File: config.mk
export PLATFORM = sky130hd
export DESIGN_NAME = midpoint_line_clipper_top
export DESIGN_NICKNAME = d
export VERILOG_FILES = /design/src/design/mlc_pkg.sv /design/src/design/mlc_ram.sv /design/src/design/midpoint_line_clipper_top.sv
export VERILOG_INCLUDE_DIRS = /design/src /design/src/design
export SDC_FILE = /design/constraint.sdc
export NUM_CORES = 2
export LEC_CHECK = 0
export BUFFER_PORTS_ARGS = -buffer_cell sky130_fd_sc_hd__buf_2
export CAP_MARGIN = 20
export CORE_UTILIZATION = 55
export DETAILED_ROUTE_END_ITERATION = 12
export PLACE_DENSITY = 0.85
export RECOVER_POWER = 100
export SLEW_MARGIN = 10
export SYNTH_ARGS = -nofsm -noshare
export SYNTH_HDL_FRONTEND = slang
export SYNTH_HIERARCHICAL = 1
export SYNTH_SLANG_ARGS = --single-unit
File: constraint.sdc
create_clock -name clk_i -period 14.4 [get_ports clk_i]
set_input_delay 0.72 -clock clk_i [delete_from_list [all_inputs] [get_ports clk_i]]
set_output_delay 0.72 -clock clk_i [all_outputs]
set_load 0.02 [all_outputs]
File: src/design/midpoint_line_clipper_top_defines.svh
// Assertion macros for the midpoint line clipper.
// Used by midpoint_line_clipper_top; needs clk_i and rst_ni in scope.
`ifndef MIDPOINT_LINE_CLIPPER_TOP_DEFINES_SVH
`define MIDPOINT_LINE_CLIPPER_TOP_DEFINES_SVH
`ifndef ASSERT_OFF
`define MLC_ASSERT(lbl, prop, msg) \
  lbl: assert property (@(posedge clk_i) disable iff (!rst_ni) prop) else $error(msg);
`define MLC_ASSERT_IMPL(lbl, pre, post, msg) \
  lbl: assert property (@(posedge clk_i) disable iff (!rst_ni) pre |-> post) else $error(msg);
`else
`define MLC_ASSERT(lbl, prop, msg)
`define MLC_ASSERT_IMPL(lbl, pre, post, msg)
`endif
`endif

File: src/design/mlc_pkg.sv
// Package of the midpoint line clipper: types, constants and state codes.
// No dependencies.
`timescale 1ns / 1ps
`default_nettype none

package mlc_pkg;

  localparam int CoordBits   = 16;
  localparam int StackDepth  = 34;
  localparam int BisectLimit = 2 * CoordBits + 8;

  typedef logic signed [CoordBits-1:0] coord_t;

  localparam coord_t ResetMinX = coord_t'(0);
  localparam coord_t ResetMinY = coord_t'(0);
  localparam coord_t ResetMaxX = coord_t'(639);
  localparam coord_t ResetMaxY = coord_t'(479);

  // Configuration register indexes.
  typedef enum logic [1:0] {
    CfgMinX = 2'd0,
    CfgMinY = 2'd1,
    CfgMaxX = 2'd2,
    CfgMaxY = 2'd3
  } cfg_idx_e;

  // Sequencer states.
  typedef enum logic [1:0] {
    StIdle,
    StLeaf,
    StBisect,
    StPop
  } state_e;

  typedef struct packed {
    coord_t start_x;
    coord_t start_y;
    coord_t end_x;
    coord_t end_y;
  } in_item_t;

  typedef struct packed {
    logic   visible;
    coord_t clipped_start_x;
    coord_t clipped_start_y;
    coord_t clipped_end_x;
    coord_t clipped_end_y;
  } out_item_t;

  typedef struct packed {
    coord_t x;
    coord_t y;
  } point_t;

endpackage

`default_nettype wire

File: src/design/mlc_ram.sv
// Generic single-write, single-read RAM with registered read data.
// No dependencies.
`timescale 1ns / 1ps
`default_nettype none

module mlc_ram #(
  parameter int Width = 8,
  parameter int Depth = 4
) (
  input  wire logic                     clk_i,
  input  wire logic                     we_i,
  input  wire logic [$clog2(Depth)-1:0] waddr_i,
  input  wire logic [Width-1:0]         wdata_i,
  input  wire logic                     re_i,
  input  wire logic [$clog2(Depth)-1:0] raddr_i,
  output logic      [Width-1:0]         rdata_o
);

  logic [Width-1:0] mem_q [Depth];

  // Write port and registered read port.
  always_ff @(posedge clk_i) begin
    if (we_i) begin
      mem_q[waddr_i] <= wdata_i;
    end
    if (re_i) begin
      rdata_o <= mem_q[raddr_i];
    end
  end

endmodule

`default_nettype wire

File: src/design/midpoint_line_clipper_top.sv
// A line is worked off as leaf segments, stack pops and border bisection probes;
// the result word is registered and strobed in the cycle after the last step.
// Throughput: one line at a time; a new line is taken in the cycle its predecessor's
// result is strobed. The depth-first split stack and the shared midpoint adder set this.
// Reset is asynchronous: rectangle returns to (0,0)-(639,479), sequencer goes idle.
// The receiver cannot stall: each result word is strobed on res_valid_o for exactly one cycle.
`timescale 1ns / 1ps
`default_nettype none
`include "midpoint_line_clipper_top_defines.svh"

module midpoint_line_clipper_top #(
  parameter int STACK_DEPTH = mlc_pkg::StackDepth
) (
  input  wire logic                        clk_i,
  input  wire logic                        rst_ni,
  input  wire logic                        start,
  output logic                             busy,
  input  wire mlc_pkg::in_item_t           in_item_i,
  output logic                             res_valid_o,
  output mlc_pkg::out_item_t               res_o,
  input  wire logic                        cfg_we_i,
  input  wire logic [1:0]                  cfg_idx_i,
  input  wire logic [mlc_pkg::CoordBits-1:0] cfg_data_i
);

  localparam int CB = mlc_pkg::CoordBits;
  localparam int DW = $clog2(STACK_DEPTH + 1);
  localparam int AW = $clog2(STACK_DEPTH);
  localparam int EW = 4 * CB + DW;
  localparam int NW = $clog2(mlc_pkg::BisectLimit);

  typedef struct packed {
    logic ok;
    mlc_pkg::coord_t a1;
    mlc_pkg::coord_t a2;
  } axis_t;

  // Midpoint truncated toward zero, one guard bit wide.
  function automatic mlc_pkg::coord_t half_sum(mlc_pkg::coord_t a, mlc_pkg::coord_t b);
    logic signed [CB:0] s;
    logic signed [CB:0] t;
    s = {a[CB-1], a} + {b[CB-1], b};
    t = s + {{CB{1'b0}}, s[CB]};
    half_sum = t[CB:1];
  endfunction

  // Clamp an axis-parallel line: f is the fixed coordinate.
  function automatic axis_t axis_clip(mlc_pkg::coord_t f, mlc_pkg::coord_t fmin,
                                      mlc_pkg::coord_t fmax, mlc_pkg::coord_t a1,
                                      mlc_pkg::coord_t a2, mlc_pkg::coord_t amin,
                                      mlc_pkg::coord_t amax);
    axis_t r;
    r.ok = 1'b1;
    r.a1 = a1;
    r.a2 = a2;
    if (f < fmin || f > fmax) begin
      r.ok = 1'b0;
    end else if (a1 < a2) begin
      if (a1 > amax || a2 < amin) r.ok = 1'b0;
      if (a1 < amin) r.a1 = amin;
      if (a2 > amax) r.a2 = amax;
    end else begin
      if (a2 > amax || a1 < amin) r.ok = 1'b0;
      if (a2 < amin) r.a2 = amin;
      if (a1 > amax) r.a1 = amax;
    end
    axis_clip = r;
  endfunction

  mlc_pkg::coord_t min_x_q, min_y_q, max_x_q, max_y_q;

  function automatic logic [3:0] outcode(mlc_pkg::point_t p, mlc_pkg::coord_t lx,
                                         mlc_pkg::coord_t hx, mlc_pkg::coord_t ly,
                                         mlc_pkg::coord_t hy);
    outcode = {p.y > hy, p.y < ly, p.x > hx, p.x < lx};
  endfunction

  mlc_pkg::state_e state_q, state_d;
  mlc_pkg::point_t cur_a_q, cur_a_d, cur_b_q, cur_b_d;
  mlc_pkg::point_t in_q, in_d, out_q, out_d, mid_q, mid_d;
  mlc_pkg::point_t ra_q, ra_d, rb_q, rb_d;
  mlc_pkg::in_item_t orig_q, orig_d;
  logic [DW-1:0] cur_d_q, cur_d_d, sp_q, sp_d;
  logic [NW-1:0] cnt_q, cnt_d;
  logic bis_a_q, bis_a_d, vis_q, vis_d;
  logic res_valid_q, res_valid_d;
  mlc_pkg::out_item_t res_q, res_d;

  // Stack port signals.
  logic          st_we, st_re;
  logic [EW-1:0] st_wdata, st_rdata;
  logic [DW-1:0] sp_m1;

  // Leaf classification and bisection step.
  logic [3:0] c1, c2, cm;
  axis_t ax_v, ax_h;
  mlc_pkg::point_t m, op1, op2, in_n, out_n;
  logic leaf_done, leaf_vis, leaf_split, leaf_bis, bis_done;
  mlc_pkg::point_t leaf_a, leaf_b;
  logic fin, fin_vis;
  mlc_pkg::point_t fin_a, fin_b;

  assign c1 = outcode(cur_a_q, min_x_q, max_x_q, min_y_q, max_y_q);
  assign c2 = outcode(cur_b_q, min_x_q, max_x_q, min_y_q, max_y_q);
  assign cm = outcode(mid_q, min_x_q, max_x_q, min_y_q, max_y_q);
  assign in_n  = (cm == 4'd0) ? mid_q : in_q;
  assign out_n = (cm != 4'd0) ? mid_q : out_q;

  // Shared midpoint unit: split point in a leaf, next probe in bisection.
  assign op1 = (state_q == mlc_pkg::StBisect) ? in_n : cur_a_q;
  assign op2 = (state_q == mlc_pkg::StBisect) ? out_n : cur_b_q;
  assign m.x = half_sum(op1.x, op2.x);
  assign m.y = half_sum(op1.y, op2.y);

  assign ax_v = axis_clip(cur_a_q.x, min_x_q, max_x_q, cur_a_q.y, cur_b_q.y,
                          min_y_q, max_y_q);
  assign ax_h = axis_clip(cur_a_q.y, min_y_q, max_y_q, cur_a_q.x, cur_b_q.x,
                          min_x_q, max_x_q);

  // Decide what the current leaf segment does this cycle.
  always_comb begin
    leaf_done  = 1'b0;
    leaf_vis   = 1'b0;
    leaf_split = 1'b0;
    leaf_bis   = 1'b0;
    leaf_a     = cur_a_q;
    leaf_b     = cur_b_q;
    if (cur_a_q.x == cur_b_q.x) begin
      leaf_done = 1'b1;
      leaf_vis  = ax_v.ok;
      leaf_a.y  = ax_v.a1;
      leaf_b.y  = ax_v.a2;
    end else if (cur_a_q.y == cur_b_q.y) begin
      leaf_done = 1'b1;
      leaf_vis  = ax_h.ok;
      leaf_a.x  = ax_h.a1;
      leaf_b.x  = ax_h.a2;
    end else if (c1 == 4'd0 && c2 == 4'd0) begin
      leaf_done = 1'b1;
      leaf_vis  = 1'b1;
    end else if ((c1 & c2) != 4'd0) begin
      leaf_done = 1'b1;
    end else if (c1 != 4'd0 && c2 != 4'd0) begin
      if (m == cur_a_q || m == cur_b_q || cur_d_q >= DW'(STACK_DEPTH)) begin
        leaf_done = 1'b1;
      end else begin
        leaf_split = 1'b1;
      end
    end else begin
      leaf_bis = 1'b1;
    end
  end

  assign bis_done = (m == mid_q) || (cnt_q == NW'(mlc_pkg::BisectLimit - 1));

  // A finished leaf, from the classifier or from the end of a bisection.
  always_comb begin
    fin     = 1'b0;
    fin_vis = leaf_vis;
    fin_a   = leaf_a;
    fin_b   = leaf_b;
    if (state_q == mlc_pkg::StLeaf) begin
      fin = leaf_done;
    end else if (state_q == mlc_pkg::StBisect) begin
      fin     = bis_done;
      fin_vis = 1'b1;
      fin_a   = bis_a_q ? in_n : cur_a_q;
      fin_b   = bis_a_q ? cur_b_q : in_n;
    end
  end

  assign sp_m1 = sp_q - DW'(1);

  // Next state.
  always_comb begin
    state_d = state_q;
    unique case (state_q)
      mlc_pkg::StIdle: begin
        if (start) state_d = mlc_pkg::StLeaf;
      end
      mlc_pkg::StLeaf: begin
        if (leaf_bis) begin
          state_d = mlc_pkg::StBisect;
        end else if (fin) begin
          state_d = (sp_q == '0) ? mlc_pkg::StIdle : mlc_pkg::StPop;
        end
      end
      mlc_pkg::StBisect: begin
        if (fin) state_d = (sp_q == '0) ? mlc_pkg::StIdle : mlc_pkg::StPop;
      end
      mlc_pkg::StPop: state_d = mlc_pkg::StLeaf;
      default: state_d = mlc_pkg::StIdle;
    endcase
  end

  // Outputs of the sequencer.
  always_comb begin
    busy     = (state_q != mlc_pkg::StIdle);
    st_we    = (state_q == mlc_pkg::StLeaf) && leaf_split;
    st_re    = fin && (sp_q != '0);
    st_wdata = {m.x, m.y, cur_b_q.x, cur_b_q.y, cur_d_q + DW'(1)};
  end

  // Datapath next values.
  always_comb begin
    cur_a_d     = cur_a_q;
    cur_b_d     = cur_b_q;
    cur_d_d     = cur_d_q;
    in_d        = in_q;
    out_d       = out_q;
    mid_d       = mid_q;
    cnt_d       = cnt_q;
    bis_a_d     = bis_a_q;
    orig_d      = orig_q;
    sp_d        = sp_q;
    vis_d       = vis_q;
    ra_d        = ra_q;
    rb_d        = rb_q;
    res_valid_d = 1'b0;
    res_d       = res_q;
    if (state_q == mlc_pkg::StIdle && start) begin
      orig_d    = in_item_i;
      cur_a_d.x = in_item_i.start_x;
      cur_a_d.y = in_item_i.start_y;
      cur_b_d.x = in_item_i.end_x;
      cur_b_d.y = in_item_i.end_y;
      cur_d_d   = '0;
      sp_d      = '0;
      vis_d     = 1'b0;
    end
    if (state_q == mlc_pkg::StLeaf && leaf_split) begin
      cur_b_d = m;
      cur_d_d = cur_d_q + DW'(1);
      sp_d    = sp_q + DW'(1);
    end
    if (state_q == mlc_pkg::StLeaf && leaf_bis) begin
      bis_a_d = (c1 != 4'd0);
      in_d    = (c1 != 4'd0) ? cur_b_q : cur_a_q;
      out_d   = (c1 != 4'd0) ? cur_a_q : cur_b_q;
      mid_d   = m;
      cnt_d   = '0;
    end
    if (state_q == mlc_pkg::StBisect) begin
      in_d  = in_n;
      out_d = out_n;
      mid_d = m;
      cnt_d = cnt_q + NW'(1);
    end
    if (state_q == mlc_pkg::StPop) begin
      {cur_a_d.x, cur_a_d.y, cur_b_d.x, cur_b_d.y, cur_d_d} = st_rdata;
    end
    // Leftmost visible piece gives the start, rightmost the end.
    if (fin) begin
      if (fin_vis) begin
        vis_d = 1'b1;
        rb_d  = fin_b;
        if (!vis_q) ra_d = fin_a;
      end
      if (sp_q == '0) begin
        res_valid_d = 1'b1;
        if (vis_q || fin_vis) begin
          res_d.visible         = 1'b1;
          res_d.clipped_start_x = vis_q ? ra_q.x : fin_a.x;
          res_d.clipped_start_y = vis_q ? ra_q.y : fin_a.y;
          res_d.clipped_end_x   = fin_vis ? fin_b.x : rb_q.x;
          res_d.clipped_end_y   = fin_vis ? fin_b.y : rb_q.y;
        end else begin
          res_d.visible         = 1'b0;
          res_d.clipped_start_x = orig_q.start_x;
          res_d.clipped_start_y = orig_q.start_y;
          res_d.clipped_end_x   = orig_q.end_x;
          res_d.clipped_end_y   = orig_q.end_y;
        end
      end else begin
        sp_d = sp_m1;
      end
    end
  end

  // Split stack of pending right halves.
  mlc_ram #(
    .Width(EW),
    .Depth(STACK_DEPTH)
  ) u_stack (
    .clk_i   (clk_i),
    .we_i    (st_we),
    .waddr_i (sp_q[AW-1:0]),
    .wdata_i (st_wdata),
    .re_i    (st_re),
    .raddr_i (sp_m1[AW-1:0]),
    .rdata_o (st_rdata)
  );

  // Control registers and configuration.
  always_ff @(posedge clk_i or negedge rst_ni) begin
    if (!rst_ni) begin
      state_q     <= mlc_pkg::StIdle;
      sp_q        <= '0;
      vis_q       <= 1'b0;
      res_valid_q <= 1'b0;
      min_x_q     <= mlc_pkg::ResetMinX;
      min_y_q     <= mlc_pkg::ResetMinY;
      max_x_q     <= mlc_pkg::ResetMaxX;
      max_y_q     <= mlc_pkg::ResetMaxY;
    end else begin
      state_q     <= state_d;
      sp_q        <= sp_d;
      vis_q       <= vis_d;
      res_valid_q <= res_valid_d;
      if (cfg_we_i) begin
        unique case (mlc_pkg::cfg_idx_e'(cfg_idx_i))
          mlc_pkg::CfgMinX: min_x_q <= cfg_data_i;
          mlc_pkg::CfgMinY: min_y_q <= cfg_data_i;
          mlc_pkg::CfgMaxX: max_x_q <= cfg_data_i;
          mlc_pkg::CfgMaxY: max_y_q <= cfg_data_i;
          default: ;
        endcase
      end
    end
  end

  // Payload registers.
  always_ff @(posedge clk_i) begin
    cur_a_q <= cur_a_d;
    cur_b_q <= cur_b_d;
    cur_d_q <= cur_d_d;
    in_q    <= in_d;
    out_q   <= out_d;
    mid_q   <= mid_d;
    cnt_q   <= cnt_d;
    bis_a_q <= bis_a_d;
    orig_q  <= orig_d;
    ra_q    <= ra_d;
    rb_q    <= rb_d;
    res_q   <= res_d;
  end

  assign res_valid_o = res_valid_q;
  assign res_o       = res_q;

  `MLC_ASSERT(a_sp_bound, sp_q <= DW'(STACK_DEPTH), "split stack overran its depth")
  `MLC_ASSERT_IMPL(a_bis_cnt, state_q == mlc_pkg::StBisect,
    cnt_q < NW'(mlc_pkg::BisectLimit), "bisection ran past its step limit")
  `MLC_ASSERT_IMPL(a_start, start && !busy, ##1 state_q == mlc_pkg::StLeaf,
    "accepted line did not enter leaf processing")
  `MLC_ASSERT_IMPL(a_res_src, res_valid_q, $past(busy) && !busy,
    "result strobed without a finished line")

endmodule

`default_nettype wire

After elaboration in Yosys (flattened, before gate mapping)
Memory sizes are Yosys's and may differ from the RTL's. A register that Yosys moved wholly into a read port is not among the register bits.
Cells that the tools add are included.
Storage, ports and cells
  register bits after elaboration: 440
  RAM bits: 2380
  input port bits: 86
  output and inout port bits: 67
  logic and storage cells: 208
  memories kept: 1
Memories
  u_stack.mem_q: depth 34, width 70, rd ports 1, clocked after Yosys merged registers in 1, wr ports 1, line mlc_ram.sv:19  | logic [Width-1:0] mem_q [Depth];
Cells by class
  $add $sub $neg: 8
  order comparisons: 15
  equal/unequal tests: 13
  mux-type cells: 97
  bitwise logic cells: 2
  reduce and logical (&&, ||, !) cells: 38
Operator list (count)
  $mux W32: 25
  $mux W16: 18
  $lt A16 B16 Y1: 8
  $eq A32 B32 Y1: 3
  $gt A16 B16 Y1: 6
  $mux W33: 2
  $mux W65: 1
  $mux W6: 9
  $mux W1: 37
  $add A16 B16 Y17: 2
  $add A17 B1 Y17: 2
  $eq A16 B16 Y1: 2
  $add A6 B1 Y6 const B: 3
  $reduce_bool A4 Y1: 4
  $logic_not A4 Y1: 3
  $reduce_and A2 Y1: 6
  $logic_or A1 B1 Y1: 10
  $eq A2 B2 Y1 const B: 4
  $mux W2: 4
  $pmux W2 S4: 1
  $eq A6 B6 Y1 const B: 1
  $ge A6 B6 Y1 const B: 1
  $logic_and A1 B1 Y1: 6
  $logic_not A6 Y1: 1
  10 further kinds: 14

Longest topological paths before layout
  depth in word-level cells: 19
  depth in mapped cells: 48
  gate-level depth less buffers: 39

Cells and area by module
The synthesis kept the hierarchy.
By module, submodules not included
  mlc_ram: times used 1, cells each 3860, area each 91656.7 um^2, sequential area each 73570.6 um^2
  midpoint_line_clipper_top: times used 1, cells each 3124, area each 31504.0 um^2, sequential area each 12862.3 um^2

Worst setup path before layout
OpenSTA, ideal clock, no wires.
  kind: reg2reg
  start point: reg max_y_q[1]
  end point: mem u_stack/mem_q[17][0] (netlist name), enable pin
  setup time: 584 ps
  arrival time: 15192 ps
  data required time: 13816 ps
  setup slack: -1376 ps
  stages on the path, launching flop included: 47
  path buffers: 10
  period minus slack after synthesis: 15776 ps
  cell sequence: dfstp_2 -> inv_1 -> ha_1 -> nor2b_1 -> o21a_1 -> o21a_1 -> o21a_1 -> o21a_1 -> o21ai_0 -> a211oi_1 -> nor2_1 -> o21a_1 -> or4_1 -> clkbuf_1 -> clkbuf_1 -> buf_1 -> buf_1 -> clkbuf_1 -> [... 11 more ...] -> o2111a_1 -> o2111ai_1 -> or2_2 -> clkbuf_1 -> nor4b_4 -> and2_1 -> clkbuf_1 -> and3_1 -> xnor2_1 -> xnor2_1 -> nand3_1 -> o211a_1 -> buf_6 -> clkbuf_1 -> nand2_1 -> nor3_1 -> nand2_1 -> nor3_1
RTL lines
  start: declaration: line midpoint_line_clipper_top.sv:70  | mlc_pkg::coord_t min_x_q, min_y_q, max_x_q, max_y_q;
  start signal: assignment: line midpoint_line_clipper_top.sv:304  | max_y_q <= mlc_pkg::ResetMaxY;
  start signal: assignment: line midpoint_line_clipper_top.sv:315  | mlc_pkg::CfgMaxY: max_y_q <= cfg_data_i;
  end: declaration: line mlc_ram.sv:19

==> out/metrics.cfg <==
[logic_synthesis]
synth-edff-count=2816
synth_top_area_cell=edfxtp_1
ys_types=92
syn_inst=6984
synth_area_mm2=0.123
avgSynthCellArea_um2=17.6
async_flop_share_pct=2.56
syn_nets=7334
synth_seq_area_share_pct=70.2
synth-seq-cells=2890
synthFlopType=edfxtp_1
yosysWarnings=6
synth.area.top_cells=edfxtp_1, mux4_2, ha_1
yosysTopAreaCellShare_pct=68.7

[placed_design]
dp.final_hpwl_um=235000
port_buffers=152
place_area_mm2=0.129
gp_congestion=0.959

[cts]
cts_tree=yes
cts_sinks=2890
root_buffer=clkbuf_16
cts_buffer_depth=4
postCtsSetupBuffers=0
htreeDepth=5
clk_pin_slew_worst_paths_ns=0.07
clock_latency_ns=0.99
cts_buffers=302

[status]
violations=capacitance limit, slew limit
outcome=complete, but fails checks

[floorplanning]
core_area_mm2=0.222
rows=173
start_util_pct=55.4
io-pin-count=153
dieArea_mm2=0.226
fp.dieW_um=475
die_height_um=475

[sta]
period_share_pct=92.4
hold_viol_final=0
slew_violations=3447
rsz0062_at_grt=false
finalCriticalPeriod_ns=13.30
fmax_ghz=0.0752
tns_ns=0
tightest_slew_ns=6.14
clock_skew_ns=0.132
setup_violations=0
maxSlewHeadroom_pct=-311

[global_routing]
grt_max_degree=112
grt-ovfl-total=0
grt_pass1_wl_um=565000
track_usage_pct=36.0
grt_pass1_vias=73515
antenna_found_initial=34

[layout]
drive_gt1_share_pct=19.0
utilization_pct=61.7
final_cell_area_mm2=0.137
final_cell_mix=edfxtp_1, mux4_2, clkbuf_16, a21oi_1, clkbuf_1
final_common_cell=edfxtp_1
final_nets=7650
area_growth_pct=11.3
nFillCells=14843

[worst_setup_path]
critical_path.top_delay_family=simple AND/OR/NAND/NOR gates
worst_setup_path_start_kind=register
worstSetupPathType=register to register
critPathCaptureType=register
r2r_start=mid_q[17]
cp_data_arrival_time_ns=13.78
crit_start=mid_q[17]
crit_path_frequent_cell=a21o_1
critical_path_buf_inv_count=3
path_max_fanout=47
slowest_delay_ns=1.13
cp.required_ns=14.88
critPathSlowestCell=or4_1

[routing]
wirelength_um=415000
ant_nets=0
drc_errors=0
viasPerCell=7.27
firstDrtPassIters=6
via_count=76346
wire_per_inst_um=39.5
drt_iter0_markers=13504

[min_path]
hold_class=input pin to register
hp-start=in_item_i[0]

[flow_run]
max_cap_viol_count=80

## sequential cells by signal (all words and copies together), names as in the netlist, 16 cells and up
name,flops
orig_q,64
ra_q,32
u_stack/mem_q,2380
in_q,32
mid_q,32
max_x_q,16
rb_q,32
max_y_q,16
min_y_q,16
res_o,65
u_stack/rdata_o,70
cur_b_q,32
cur_a_q,32
min_x_q,16
out_q,32
## cells in the mapped netlist, types with 91 or more instances
cell type and instances:
a22oi_1 151, o21ai_0 164, mux2_2 183, mux2i_1 149, o22ai_1 162, a21oi_1 305
xnor2_1 91, mux4_2 560, inv_1 166, nor3_1 112, clkbuf_1 228, nor2_1 273
nand2_1 228, ha_1 262, edfxtp_1 2816, o21a_1 110
## timing repair
item | CTS | global route
hold buffers | 2 | 0
resized for setup | 0 | 0
endpoints found under the hold margin | 18 | 0
## worst register-to-register path: cells and delay by family, from the launching register on
kind	cells	cell delay (ns)
and+or+nand+nor	10	4.65
AOI/OAI and AO/OA	14	3.02
buffers and inverters	3	2.27
adders and majority gates	3	1.12
muxes	2	0.96
DFF	1	0.54
xor gates and xnor gates	2	0.24
## worst paths after layout
check,to,slack [ns],cells past startpoint
hold reg to reg,res_o[62],0.52,2
min in group asynchronous,min_y_q[7],0.58,2
hold / removal,orig_q[0],0.07,1
setup / recovery,u_stack/mem_q[5][59],1.10,34
setup reg to reg,u_stack/mem_q[5][59],1.10,34
max in group asynchronous,vis_q,8.82,3
## through the flow
step / setup slack, ns / hold WS, ns / instances
after floorplan: 0.495 / 0.424 / 6984
after global placement: 2.25 / 0.494 / 9955
after detailed placement: 2.06 / 0.511 / 9959
after CTS: 2.01 / 0.00564 / 10480
after global routing: 0.693 / 0.0667 / 10492
final: 1.10 / 0.0690 / 10499
## kinds of logic (layout without fill, tap and decap cells)
group                      after synthesis  in the layout  synth area share (%)
other                                    0              9                     0
and+or+nand+nor                        965            965                  3.84
DFF                                   2890           2890                  70.2
buffers and inverters                  532           1063                  1.84
xor gates and xnor gates               139            139                  1.18
AOI/OAI and AO/OA                     1301           1301                  7.13
adders and majority gates              264            264                  2.69
muxes                                  893            893                  13.1
## cell type report
cell class / count / area (um^2) / share of cell area, %
Sequential cell: 2890 / 86400 / 63.0
Timing Repair Buffer: 378 / 2160 / 1.58
Antenna cell: 9 / 22.5 / 0.0164
Inverter: 166 / 636 / 0.464
Clock inverter: 146 / 1120 / 0.819
Tap cell: 2975 / 3720 / 2.71
Clock buffer: 373 / 8050 / 5.87
Multi-Input combinational cell: 3562 / 35000 / 25.5
## per-layer routing
metal | global-route usage, % | up-vias | part of all wire (%)
li1 | - | 29096 | -
met1 | 46.0 | 38041 | 33
met2 | 57.4 | 7497 | 47
met3 | 8.37 | 1698 | 13
met4 | 19.4 | 14 | 7.4
met5 | 0.405 | - | 0.022
Power is not shown: default switching activity piles up to over one toggle a cycle in this logic, so the estimate is an artifact.
